<file path="config.mk">
export PLATFORM = sky130hd
export DESIGN_NAME = ilff_ctrl
export DESIGN_NICKNAME = d
export VERILOG_FILES = /design/src/hdl/ilff_pkg.sv /design/src/hdl/ilff_ctrl.sv
export SDC_FILE = /design/constraint.sdc
export NUM_CORES = 1
export LEC_CHECK = 0
export ABC_AREA = 1
export BUFFER_PORTS_ARGS = -buffer_cell sky130_fd_sc_hd__buf_2
export CORE_ASPECT_RATIO = 1.25
export CORE_MARGIN = 2
export CORE_UTILIZATION = 30
export DETAILED_ROUTE_END_ITERATION = 6
export GPL_TIMING_DRIVEN = 0
export RECOVER_POWER = 50
export SYNTH_ARGS = -nofsm -noshare
export SYNTH_HDL_FRONTEND = slang
export SYNTH_SLANG_ARGS = --single-unit
</file>
<file path="constraint.sdc">
create_clock -name clk -period 3.1 [get_ports clk]
set_input_delay 0.155 -clock clk [delete_from_list [all_inputs] [get_ports clk]]
set_output_delay 0.155 -clock clk [all_outputs]
set_load 0.005 [all_outputs]
</file>
<file path="src/hdl/ilff_pkg.sv">
`default_nettype none

package ilff_pkg;

    // Heap geometry
    localparam int HEAP_WORDS     = 4096;
    localparam int ALIGN_BYTES    = 8;     // power of two, multiple of 8
    localparam int HEADER_BYTES   = 8;
    localparam int HDR_SHIFT      = $clog2(HEADER_BYTES);
    localparam int HW_AW          = $clog2(HEAP_WORDS);
    // A walk step adds at most 2^(HDR_W-HDR_SHIFT) words to a position below HEAP_WORDS
    localparam int HDR_W          = 16;
    localparam int POS_W          = $clog2(HEAP_WORDS + (1 << (HDR_W - HDR_SHIFT)));
    localparam int HEAP_MAX_BYTES = HEAP_WORDS * HEADER_BYTES;
    localparam int HEAP_MIN_BYTES = 2 * HEADER_BYTES;

    // Field widths
    localparam int ADDR_W     = 48;
    localparam int REQ_W      = 32;
    localparam int MAXREQ_W   = 31;
    localparam int HBYTES_W   = 16;
    localparam int BC_W       = 12;
    localparam int MODE_W     = 2;
    localparam int STATUS_W   = 2;
    localparam int CFG_IDX_W  = 2;
    localparam int CFG_DATA_W = 48;

    // Modes
    localparam logic [MODE_W-1:0] MODE_INIT  = 2'd0;
    localparam logic [MODE_W-1:0] MODE_ALLOC = 2'd1;
    localparam logic [MODE_W-1:0] MODE_FREE  = 2'd2;

    // Result status
    localparam logic [STATUS_W-1:0] ST_DONE    = 2'd0;
    localparam logic [STATUS_W-1:0] ST_FAIL    = 2'd1;
    localparam logic [STATUS_W-1:0] ST_IGNORED = 2'd2;

    // Register indexes
    localparam logic [CFG_IDX_W-1:0] REG_HEAP_BASE   = 2'd0;
    localparam logic [CFG_IDX_W-1:0] REG_HEAP_BYTES  = 2'd1;
    localparam logic [CFG_IDX_W-1:0] REG_MAX_REQUEST = 2'd2;

    // Register reset values
    localparam logic [ADDR_W-1:0]   RST_HEAP_BASE   = '0;
    localparam logic [HBYTES_W-1:0] RST_HEAP_BYTES  = 16'd32768;
    localparam logic [MAXREQ_W-1:0] RST_MAX_REQUEST = 31'd1073741824;

    // Header write data select
    typedef enum logic [2:0] {
        WR_INIT  = 3'd0,   // whole heap as one free block
        WR_WHOLE = 3'd1,   // mark fitting block used
        WR_HEAD  = 3'd2,   // front part of a split, used
        WR_TAIL  = 3'd3,   // free remainder of a split
        WR_FREE  = 3'd4    // clear flag bits
    } wr_sel_t;

    typedef struct packed {
        logic                idle;
        logic                walk_start;
        logic                walk_step;
        logic                rd_walk;
        logic                rd_free;
        logic                wr_en;
        wr_sel_t             wr_sel;
        logic                bc_init;
        logic                bc_inc;
        logic                res_set;
        logic                res_addr_en;
        logic [STATUS_W-1:0] res_status;
        logic                out_load;
    } ctl_cmd_t;

    typedef struct packed {
        logic              in_valid;
        logic [MODE_W-1:0] mode;
        logic              base_zero;
        logic              req_bad;
        logic              free_bad;
        logic              walk_done;
        logic              pos_out;
        logic              fit;
        logic              whole;
        logic              tail_ok;
        logic              out_busy;
    } dp_stat_t;

endpackage

`default_nettype wire

</file>
<file path="src/hdl/ilff_ctrl.sv">
`default_nettype none

module ilff_ctrl (
    input  wire                logic clk,
    input  wire                logic rst_n,
    input  ilff_pkg::dp_stat_t st,
    output ilff_pkg::ctl_cmd_t ctl
);

    typedef enum logic [6:0] {
        S_IDLE    = 7'b0000001,
        S_DECODE  = 7'b0000010,
        S_WALK    = 7'b0000100,
        S_EVAL    = 7'b0001000,
        S_SPLIT   = 7'b0010000,
        S_FREE_WR = 7'b0100000,
        S_FINISH  = 7'b1000000
    } state_t;

    state_t state_reg;
    state_t state_next;

    always_ff @(posedge clk or negedge rst_n)
    begin
        if (!rst_n)
        begin
            state_reg <= S_IDLE;
        end
        else
        begin
            state_reg <= state_next;
        end
    end

    always_comb
    begin
        ctl        = '0;
        ctl.wr_sel = ilff_pkg::WR_INIT;
        state_next = state_reg;
        unique case (state_reg)
            S_IDLE:
            begin
                ctl.idle = 1'b1;
                if (st.in_valid)
                begin
                    state_next = S_DECODE;
                end
            end
            S_DECODE:
            begin
                unique case (st.mode)
                    ilff_pkg::MODE_INIT:
                    begin
                        ctl.res_set = 1'b1;
                        if (st.base_zero)
                        begin
                            ctl.res_status = ilff_pkg::ST_FAIL;
                        end
                        else
                        begin
                            ctl.wr_en      = 1'b1;
                            ctl.wr_sel     = ilff_pkg::WR_INIT;
                            ctl.bc_init    = 1'b1;
                            ctl.res_status = ilff_pkg::ST_DONE;
                        end
                        state_next = S_FINISH;
                    end
                    ilff_pkg::MODE_ALLOC:
                    begin
                        if (st.req_bad)
                        begin
                            ctl.res_set    = 1'b1;
                            ctl.res_status = ilff_pkg::ST_FAIL;
                            state_next     = S_FINISH;
                        end
                        else
                        begin
                            ctl.walk_start = 1'b1;
                            state_next     = S_WALK;
                        end
                    end
                    ilff_pkg::MODE_FREE:
                    begin
                        if (st.free_bad)
                        begin
                            ctl.res_set    = 1'b1;
                            ctl.res_status = ilff_pkg::ST_IGNORED;
                            state_next     = S_FINISH;
                        end
                        else
                        begin
                            ctl.rd_free = 1'b1;
                            state_next  = S_FREE_WR;
                        end
                    end
                    default:
                    begin
                        ctl.res_set    = 1'b1;
                        ctl.res_status = ilff_pkg::ST_FAIL;
                        state_next     = S_FINISH;
                    end
                endcase
            end
            S_WALK:
            begin
                if (st.walk_done || st.pos_out)
                begin
                    ctl.res_set    = 1'b1;
                    ctl.res_status = ilff_pkg::ST_FAIL;
                    state_next     = S_FINISH;
                end
                else
                begin
                    ctl.rd_walk = 1'b1;
                    state_next  = S_EVAL;
                end
            end
            S_EVAL:
            begin
                if (st.fit)
                begin
                    ctl.wr_en       = 1'b1;
                    ctl.res_set     = 1'b1;
                    ctl.res_addr_en = 1'b1;
                    ctl.res_status  = ilff_pkg::ST_DONE;
                    if (st.whole)
                    begin
                        ctl.wr_sel = ilff_pkg::WR_WHOLE;
                        state_next = S_FINISH;
                    end
                    else
                    begin
                        ctl.wr_sel = ilff_pkg::WR_HEAD;
                        state_next = S_SPLIT;
                    end
                end
                else
                begin
                    ctl.walk_step = 1'b1;
                    state_next    = S_WALK;
                end
            end
            S_SPLIT:
            begin
                ctl.wr_en  = st.tail_ok;
                ctl.wr_sel = ilff_pkg::WR_TAIL;
                ctl.bc_inc = 1'b1;
                state_next = S_FINISH;
            end
            S_FREE_WR:
            begin
                ctl.wr_en      = 1'b1;
                ctl.wr_sel     = ilff_pkg::WR_FREE;
                ctl.res_set    = 1'b1;
                ctl.res_status = ilff_pkg::ST_DONE;
                state_next     = S_FINISH;
            end
            S_FINISH:
            begin
                if (!st.out_busy)
                begin
                    ctl.out_load = 1'b1;
                    state_next   = S_IDLE;
                end
            end
            default:
            begin
                state_next = S_IDLE;
            end
        endcase
    end

endmodule

`default_nettype wire

</file>
---- After elaboration in Yosys (flattened, before gate mapping) ----
Cells that the tools add are included.
storage, ports and cells
  bits in registers ....................... 7
  input port bits ......................... 14
  output and inout bits ................... 16
  word-level logic and storage cells ...... 58
cells by class
  equality and inequality tests ........... 11
  multiplexer cells ....................... 42
  reductions and logical operators ........ 4
operators by type and width
  kind                                                             number
  7-bit 2-to-1 mux                                                 7
  7-bit case mux with 6 select lines                               1
  1-bit 2-to-1 mux                                                 22
  4-bit case mux with 4 select lines                               1
  7-bit case mux with 2 select lines                               1
  2-bit case mux with 3 select lines                               2
  5-bit 2-to-1 mux                                                 2
  4-bit 2-to-1 mux                                                 2
  7-bit by 1-bit == test with 1-bit output, second input constant  1
  7-bit by 2-bit == test with 1-bit output, second input constant  1
  7-bit by 3-bit == test with 1-bit output, second input constant  1
  7-bit by 4-bit == test with 1-bit output, second input constant  1
  7-bit by 5-bit == test with 1-bit output, second input constant  1
  7-bit by 6-bit == test with 1-bit output, second input constant  1
  7-bit == test, second input constant                             1
  2-bit 2-to-1 mux                                                 2
  2-bit inequality test, second input constant                     2
  1-bit case mux with 4 select lines                               1
  2-bit by 1-bit == test with 1-bit output, second input constant  1
  2-bit == test, second input constant                             1
  2-bit logical NOT                                                1
  1-bit case mux with 2 select lines                               1
  2-bit AND reduction                                              1
  2-bit OR reduction                                               1
  1-bit logical OR                                                 1

---- Depth between registers and ports, before layout ----
Gate-level depths: netlist (run 1).
  word-level depth ........................ 3
  depth in mapped cells ................... 8
  gate-level depth less buffers ........... 8

---- Worst setup path before layout (run 1) ----
No wires, ideal clock.
  path type ............................... reg-to-output
  start ................................... register state_reg[0]
  end ..................................... output port ctl[7] (netlist bit)
  arrival time ............................ 1.043 ns
  required time ........................... 2.945 ns
  setup slack ............................. 1.902 ns
  cell stages (with the launch flop) ...... 5
  path buffers ............................ 0
  cell sequence ........................... dfstp_2 > nor2_2 > nand2_2 > nor2_1 > or2_2
RTL lines
  item                      RTL line         RTL
  start: declaration        ilff_ctrl.sv:20  state_t state_reg;
  start signal: assignment  ilff_ctrl.sv:31  state_reg <= state_next;
  end: declaration          ilff_ctrl.sv:7   output ilff_pkg::ctl_cmd_t ctl

==> out/results.ini, run 1 <==
[layout]
diodes = 0
areaGrowthSynthToFinish_pct = 26.7
largest_reg_flops = 7
final_nets = 156
final_cell_mix = buf_2 (27), nand2_1 (23), inv_1 (18)
final_common_cell = buf_2
drive_above_1_share_pct = 32.8

[timing]
setup-tns-final_ns = 0
setup_viol = 0
rsz0062_at_grt = no
drv_slew = 0
min_period_over_period_pct = 63.5
relSlewSlack_pct = 72.6
max_freq_ghz = 0.508
worst_pin_slew_ns = 0.411
period_needed_ns = 1.97
hold_viol = 0
skew_ns = 0.00281

[setup_path]
critPathMaxFanout = 6
cp-start-kind = register
r2r_cells = 6
rr_endpoint = state_reg[5]
critPathKind = register to output port
critPathSlowestCell = dfrtp_1
r2r_slack_ns = 1.53
cp-end-kind = output port
crit-reg2reg-launch = state_reg[4]
cpPeakStageDelay_ns = 0.37
worstPathCellList = inv_1, nand2_2, nor2_1, nand2_1, nor3_2, nand3b_1, buf_2
critPathRequiredTime_ns = 2.94
worstPathArrival_ns = 1.81

[floorplanning]
die_x_um = 47.2
chipHeight_um = 57.9
num_rows = 19
die_area_mm2 = 0.00273
start_util_pct = 31.6
core_area_mm2 = 0.00221
ios = 30

[drt]
vias = 736
wire_per_inst_um = 9.93
ant_nets = 0
drt_wl_total_um = 1670
drt_iter0_drc = 9
drc = 0
first_pass_iters = 4
viasPerCell = 4.38

[yosys]
syn_inst = 103
ys_warn_count = 0
syn_area_um2 = 698
ys_seq_area_share_pct = 25.3
syn-num-nets = 121
synthesis.area_per_instance_um2 = 6.78
synth_seq_cells = 7
yosys.cell_types.count = 25

[place]
gp_congestion = 0.771
io_buffers = 29
dp_hpwl_um = 1470

[power_and_ir_drop]
power_leakage_uw = 0.000534
finalPower_uw = 410
vdd_drop_max_mv = 0.189
p_per_area_mw_per_mm2 = 463

[worst_hold_path]
hp-class = primary input to register
hold_depth = 2
holdPathEnd = state_reg[3]
min_from = st[5]

[cts]
cts_made_buffers = 3
clock-root-buffer = clkbuf_4
htree_levels = 1
clk_latency_ns = 0.24
clockBufferDepth = 2
clkTransAtPathRegs_ns = 0.06
clock_sinks = 7
postCtsHoldBufs = 1
cts_tree = built
cts_resized = 0
postCtsSetupBuffers = 0

[grt]
overflow = 0
grt_pass1_vias = 712
grt.total_usage_pct = 14.5
grt_pass1_wl_um = 2880
antenna_found_initial = 0
grt_max_degree = 8

[outcome]
status = complete, no violations

[run]
drv_cap = 0

-- final cells by class --
class	instances	area, um^2
fillers	254	1330
multi-input cells	75	408
flip-flops and latches	7	176
repair buffers	30	153
inverters	20	75.1
well taps	31	38.8
clock buffers	4	26.3
plain buffers	1	7.51
-- cells by family after synthesis --
| group | Yosys count | share of synthesized area [%] |
|---|---|---|
| simple gates | 65 | 50.9 |
| buf+inv | 21 | 11.8 |
| flops | 7 | 25.3 |
| fa+ha+maj | 4 | 7.17 |
| compound gates | 6 | 4.84 |
-- synth_stat cells, drive strengths merged --
master	count	share of area (%)
a21oi	3	2.1
nor3	9	11
buf	1	1.1
inv	20	11
nand2	27	17
or2	2	1.8
o22ai	1	0.90
dfstp	1	3.8
o21ai	1	0.72
nor2	16	12
and2	1	0.90
o211ai	1	1.1
dfrtp	6	22
ha	4	7.2
nand3b	1	1.1
nand3	9	7.2
-- worst max-delay path by stage --
stage,startpoint,end,slack (ns),cells after the start
floorplan,state_reg[0],ctl[7],1.90,4
global placement,state_reg[0],ctl[7],1.73,5
detailed placement,state_reg[4],ctl[10],1.71,7
CTS,state_reg[4],ctl[10],1.44,7
global route,state_reg[4],ctl[10],0.92,7
finish,state_reg[4],ctl[10],1.13,7
-- report_power, final --
group | internal [uW] | switching, uW | leakage [uW] | total (uW)
clock network | 49.2 | 34.1 | 0.0000150 | 83.2
registers | 113 | 17.1 | 0.0000930 | 130
logic | 74.9 | 121 | 0.000426 | 196
-- stage by stage --
| step | hold WS [ns] | area [um^2] | utilization, % | setup WS [ns] | std cells |
|---|---|---|---|---|---|
| after floorplan | -0.141 | 698 | - | 1.90 | 103 |
| after global placement | 0.00161 | 882 | 39.9 | 1.73 | 163 |
| after detailed placement | 0.00453 | 882 | 39.9 | 1.71 | 163 |
| after CTS | 0.0950 | 918 | 41.5 | 1.44 | 168 |
| after global routing | 0.0926 | 885 | 40.0 | 0.915 | 168 |
| final | 0.0996 | 885 | 40.0 | 1.13 | 168 |
-- layer usage --
layer	routed length [um]	global-route usage, %
met5	0	0
met4	27	5.95
met3	77	2.80
met2	889	24.9
met1	674	17.0
-- critical path: cells and delay by family (launching register included) --
| kind | cells | cell delay (ns) |
|---|---|---|
| buffers and inverters | 2 | 0.24 |
| and+or+nand+nor | 5 | 0.95 |
| DFF | 1 | 0.37 |
No activity file was read; power rests on OpenSTA's default activity.
==> inputs of run 2 (changes only) <==
==> constraint.sdc (replaced) <==
create_clock -name clk -period 1.8 [get_ports clk]
set_input_delay 0.09 -clock clk [delete_from_list [all_inputs] [get_ports clk]]
set_output_delay 0.09 -clock clk [all_outputs]
set_load 0.005 [all_outputs]
==> run 2 against run 1 <==
Cell count is the same. Power grew 78%. Sequential power grew 69%. Critical path depth grew 1. Critical path type unchanged. Critical endpoint unchanged. Highest routed layer unchanged.
==> out/results.ini, run 2 (synthesized netlist as in run 1, its figures left out) <==
[floorplanning]
die_area_mm2 = 0.00273  ; unchanged
die_x_um = 47.2  ; unchanged
core_area_mm2 = 0.00221  ; unchanged
ios = 30  ; unchanged
start_util_pct = 31.6  ; unchanged
chipHeight_um = 57.9  ; unchanged
num_rows = 19  ; unchanged

[layout]
post-route-util_pct = 41.3  ; +1.3 points
multi_input_area_um2 = 437  ; +7.1%
largest_reg_flops = 7  ; unchanged
regArea_um2 = 176  ; unchanged
diodes = 0  ; unchanged
drive_above_1_share_pct = 35.8  ; +2.9 points
areaGrowthSynthToFinish_pct = 30.8
final_common_cell = buf_2
fillers = 249  ; -2.0%
final_cell_mix = buf_2 (27), nand2_1 (22), inv_1 (17)
final_nets = 156  ; unchanged

[cts]
postCtsSetupBuffers = 0  ; unchanged
htree_levels = 1  ; unchanged
cts_resized = 0  ; unchanged
clkTransAtPathRegs_ns = 0.06  ; about the same
postCtsHoldBufs = 1  ; unchanged
clockBufferDepth = 2  ; unchanged
cts_made_buffers = 3  ; unchanged
clock-root-buffer = clkbuf_4
clock_sinks = 7  ; unchanged
cts_tree = built
clk_latency_ns = 0.24  ; about the same

[place]
gp_congestion = 0.771  ; unchanged
dp_hpwl_um = 1470  ; unchanged
pre_cts_slack_ns = 0.477  ; -1.24 ns
io_buffers = 29  ; unchanged

[drt]
wire_per_inst_um = 9.84  ; -0.96%
first_pass_iters = 4  ; unchanged
viasPerCell = 4.42  ; +0.82%
drt_iter0_drc = 7  ; -2
ant_nets = 0  ; unchanged
drc = 0  ; unchanged
drt_wl_total_um = 1650  ; -0.96%
vias = 742  ; +0.82%

[timing]
setup_ws_ns = 0.190  ; -0.943 ns
skew_ns = 0.00158  ; -0.00123 ns
max_freq_ghz = 0.621
period_needed_ns = 1.61
setup-tns-final_ns = 0  ; unchanged
relSlewSlack_pct = 71.9  ; -0.65 points
drv_slew = 0  ; unchanged
min_period_over_period_pct = 89.4
worst_pin_slew_ns = 0.421  ; +0.00968 ns
rsz0062_at_grt = no
hold_viol = 0  ; unchanged
setup_viol = 0  ; unchanged

[setup_path]
cp-start-kind = register
worstPathArrival_ns = 1.52  ; -0.29 ns
critPathRequiredTime_ns = 1.71  ; -1.23 ns
critPathKind = register to output port
critPathMaxFanout = 4  ; -2
r2r_cells = 8  ; +2
cp-end-kind = output port

[power_and_ir_drop]
pwr-share-comb_pct = 49.8  ; +1.9 points
p_int_uw = 413  ; +74%
p_per_area_mw_per_mm2 = 798  ; +72%
swShare_pct = 43.4  ; +1.2 points
vdd_drop_max_mv = 0.361  ; +91%
power.switching_uw = 316  ; +83%
share_clk_of_total_power_pct = 20.0  ; -0.3 points
pwr-share-seq_pct = 30.2  ; -1.6 points
power_leakage_uw = 0.000545  ; +2.1%
finalPower_uw = 728  ; +78%

[outcome]
status = complete, no violations

[grt]
grt_max_degree = 8  ; unchanged
grt_pass1_vias = 712  ; unchanged
overflow = 0  ; unchanged
grt.total_usage_pct = 14.5  ; unchanged
grt_pass1_wl_um = 2880  ; unchanged
antenna_found_initial = 0  ; unchanged

[worst_hold_path]
hold_depth = 2  ; unchanged
hp-class = primary input to register

[run]
drv_cap = 0  ; unchanged

[run 2: cell count changes in the layout (fill, tap and decap cells not counted)]
cell | before | now
nor2_1 | 14 | 12
inv_1 | 18 | 17
nor2_4 | 1 | 2
nor3_4 | 1 | 2
dfstp_2 | 1 | 0
nor3_1 | 6 | 5
dfstp_1 | 0 | 1
nand2_4 | 0 | 1
nand2_1 | 23 | 22
inv_2 | 2 | 3
nor2_2 | 1 | 2
[run 2: worst max-delay path, cell delays in order, from the launching register on]
cell,delay [ns]
dfrtp_1,0.42
nor2_2,0.13
nand3_1,0.10
nor2_1,0.17
nand2_1,0.14
nand2_1,0.08
inv_1,0.05
nand3b_1,0.07
buf_2,0.11
[run 2: cell type report]
class | instances | share of cell area, %
clock buffers | 4 | 2.88
multi-input cells | 75 | 47.8
repair buffers | 30 | 16.7
flip-flops and latches | 7 | 19.3
inverters | 20 | 8.22
plain buffers | 1 | 0.822
well taps | 31 | 4.25
[run 2: worst paths after layout]
path                              start           end  slack, ns
max                        state_reg[1]       ctl[10]       0.19
min                               st[5]  state_reg[3]       0.03
max reg2reg                state_reg[0]  state_reg[0]       0.60
min reg2reg                state_reg[1]  state_reg[1]       0.59
max in group asynchronous         rst_n  state_reg[0]       1.19
min in group asynchronous         rst_n  state_reg[1]       0.28
[run 2: routing by layer]
layer / routed length [um] / global-route usage, % / vias up
li1: - / - / 390
met1: 641 / 17.0 / 327
met2: 888 / 24.9 / 23
met3: 95 / 2.80 / 2
met4: 27 / 5.95 / 0
met5: 0 / 0 / -
[run 2: per-stage QoR]
step           cells  cell area [um^2]  hold WS (ns)
5_1_grt          168               913        0.0277
3_3_place_gp     163               882       -0.0634
6_report         168               913        0.0335
2_1_floorplan    103               698        -0.206
3_5_place_dp     163               882       -0.0605
4_1_cts          168               918        0.0300
[run 2: power groups by stage]
stage / Combinational [uW] / Sequential, uW / Clock, uW
3_5_place_dp: 368 / 227 / 0
6_report: 363 / 220 / 146
3_3_place_gp: 362 / 226 / 0
5_1_grt: 418 / 227 / 167
2_1_floorplan: 268 / 221 / 0
4_1_cts: 371 / 224 / 147
==> inputs of run 3 (changes only) <==
--- a/config.mk
+++ b/config.mk
@@ -12,6 +12,7 @@
 export CORE_UTILIZATION = 30
 export DETAILED_ROUTE_END_ITERATION = 6
 export GPL_TIMING_DRIVEN = 0
+export PLACE_DENSITY = 0.63
 export RECOVER_POWER = 50
 export SYNTH_ARGS = -nofsm -noshare
 export SYNTH_HDL_FRONTEND = slang
==> run 3 against run 2 <==
Core utilization down 0.28 points. Clock skew down 0.0011 ns. Register-to-register slack worse by 0.05 ns. Die area unchanged. Global-route usage down 0.14 points. Power down 2.5%. Sequential power about the same.
==> out/results.ini, run 3 (synthesized netlist as in run 1, its figures left out) <==
[outcome]
status = complete, no violations

[layout]
fillers = 250  ; +0.40%
regArea_um2 = 176  ; unchanged
final_common_cell = buf_2
diodes = 0  ; unchanged
drive_above_1_share_pct = 34.3  ; -1.5 points
final_nets = 156  ; unchanged
final_cell_mix = buf_2 (28), nand2_1 (23), inv_1 (18)
multi_input_area_um2 = 429  ; -1.7%
areaGrowthSynthToFinish_pct = 29.9
fin_area_um2 = 907  ; -0.68%
largest_reg_flops = 7  ; unchanged

[drt]
first_pass_iters = 2  ; -2
wire_per_inst_um = 9.82  ; -0.18%
drt_iter0_drc = 3  ; -4
drc = 0  ; unchanged
drt-met1-wl_um = 649  ; +1.2%
vias = 741  ; -0.13%
drt_wl_total_um = 1650  ; -0.18%
viasPerCell = 4.41  ; -0.13%
ant_nets = 0  ; unchanged
wl_met2_um = 899  ; +1.2%
highest_layer = met4
met3_length_um = 74  ; -22%

[timing]
worst_pin_slew_ns = 0.364  ; -0.0568 ns
period_needed_ns = 1.57  ; -0.0415 ns
max_freq_ghz = 0.638  ; +2.6%
setup_ws_ns = 0.231  ; +0.0415 ns
rsz0062_at_grt = no
setup-tns-final_ns = 0  ; unchanged
min_period_over_period_pct = 87.1  ; -2.3 points
hold_viol = 0  ; unchanged
setup_viol = 0  ; unchanged
skew_ns = 0.000470  ; -0.00111 ns
hold_ws_ns = 0.0263  ; -0.00718 ns
relSlewSlack_pct = 75.7  ; +3.8 points
drv_slew = 0  ; unchanged

[worst_hold_path]
hp-class = primary input to register

[cts]
clockBufferDepth = 2  ; unchanged
postCtsSetupBuffers = 0  ; unchanged
cts_resized = 0  ; unchanged
clk_latency_ns = 0.25  ; about the same
clock_sinks = 7  ; unchanged
clkTransAtPathRegs_ns = 0.05  ; about the same
cts_tree = built
cts_made_buffers = 3  ; unchanged
htree_levels = 1  ; unchanged
clock-root-buffer = clkbuf_4

[grt]
grt_pass1_wl_um = 2800  ; -2.6%
overflow = 0  ; unchanged
antenna_found_initial = 0  ; unchanged
grt_max_degree = 8  ; unchanged
grt.total_usage_pct = 14.4  ; -0.14 points
grt_pass1_vias = 727  ; +2.1%

[power_and_ir_drop]
p_per_area_mw_per_mm2 = 783  ; -1.8%
power_leakage_uw = 0.000547  ; +0.38%
finalPower_uw = 710  ; -2.5%
vdd_drop_max_mv = 0.375  ; +3.8%

[floorplanning]
ios = 30  ; unchanged
chipHeight_um = 57.9  ; unchanged
num_rows = 19  ; unchanged
start_util_pct = 31.6  ; unchanged
core_area_mm2 = 0.00221  ; unchanged
die_x_um = 47.2  ; unchanged
die_area_mm2 = 0.00273  ; unchanged

[setup_path]
r2r_cells = 8  ; unchanged
crit_path_end = ctl[10]
critPathRequiredTime_ns = 1.71  ; about the same
critPathKind = register to output port
rr_endpoint = state_reg[0]
cp-start-kind = register
crit-reg2reg-launch = state_reg[0]
cp-end-kind = output port
worstPathArrival_ns = 1.48  ; -0.04 ns
critPathMaxFanout = 4  ; unchanged
startpoint = state_reg[5]
r2r_slack_ns = 0.55  ; -0.05 ns

[place]
pre_cts_slack_ns = 0.489  ; +0.0114 ns
placed_cell_area_um2 = 882  ; unchanged
gp_congestion = 0.796  ; +3.3%
io_buffers = 29  ; unchanged
dp_hpwl_um = 1440  ; -2.0%

[run]
drv_cap = 0  ; unchanged

==> run 3: changes by cell type in the layout (fill, tap and decap cells not counted), sizes merged <==
cell	change
clkbuf	-1
buf	+1
==> run 3: power by group <==
part	switching (uW)	internal, uW	leakage (uW)
clock network	57.5	84.6	0.0000150
logic	221	130	0.000439
registers	25.8	192	0.0000923
total	304	406	0.000547
==> run 3: worst max-delay path: stages, from the launching register on <==
cell and delay, ns:
dfrtp_1 0.44, inv_2 0.09, nand3_2 0.11, nor2_2 0.16
nand2_1 0.13, nand2_1 0.08, inv_1 0.05, nand3b_1 0.07
buf_2 0.11
==> run 3: worst min-delay path by stage <==
stage,from,endpoint,cells past startpoint
6_report,st[5],state_reg[3],2
5_1_grt,st[2],state_reg[4],2
4_1_cts,st[5],state_reg[3],2
3_5_place_dp,rst_n,state_reg[1],1
3_3_place_gp,rst_n,state_reg[1],1
2_1_floorplan,rst_n,state_reg[1],0
==> run 3: cell type report <==
type	count	share of cell area, %
Tap cell	31	4.28
Buffer	1	0.828
Sequential cell	7	19.4
Timing Repair Buffer	30	17.0
Clock buffer	4	2.90
Multi-Input combinational cell	75	47.3
Inverter	20	8.28
==> run 3: repair_timing <==
| action | 4_1_cts | 5_1_grt |
|---|---|---|
| hold endpoints to repair | 7 | 0 |
| hold buffers | 1 | 0 |
| endpoints found under the setup margin | 0 | 0 |
==> run 3: routing by layer <==
layer	GRT usage, %	vias up
li1	-	387
met5	0	-
met1	14.6	336
met2	25.2	16
met3	2.49	2
met4	9.52	0
==> run 3: metrics by stage <==
| stage | instances | utilization [%] |
|---|---|---|
| 6_report | 168 | 41.0 |
| 3_3_place_gp | 163 | 39.9 |
| 5_1_grt | 168 | 41.0 |
| 2_1_floorplan | 103 | - |
| 3_5_place_dp | 163 | 39.9 |
| 4_1_cts | 168 | 41.5 |
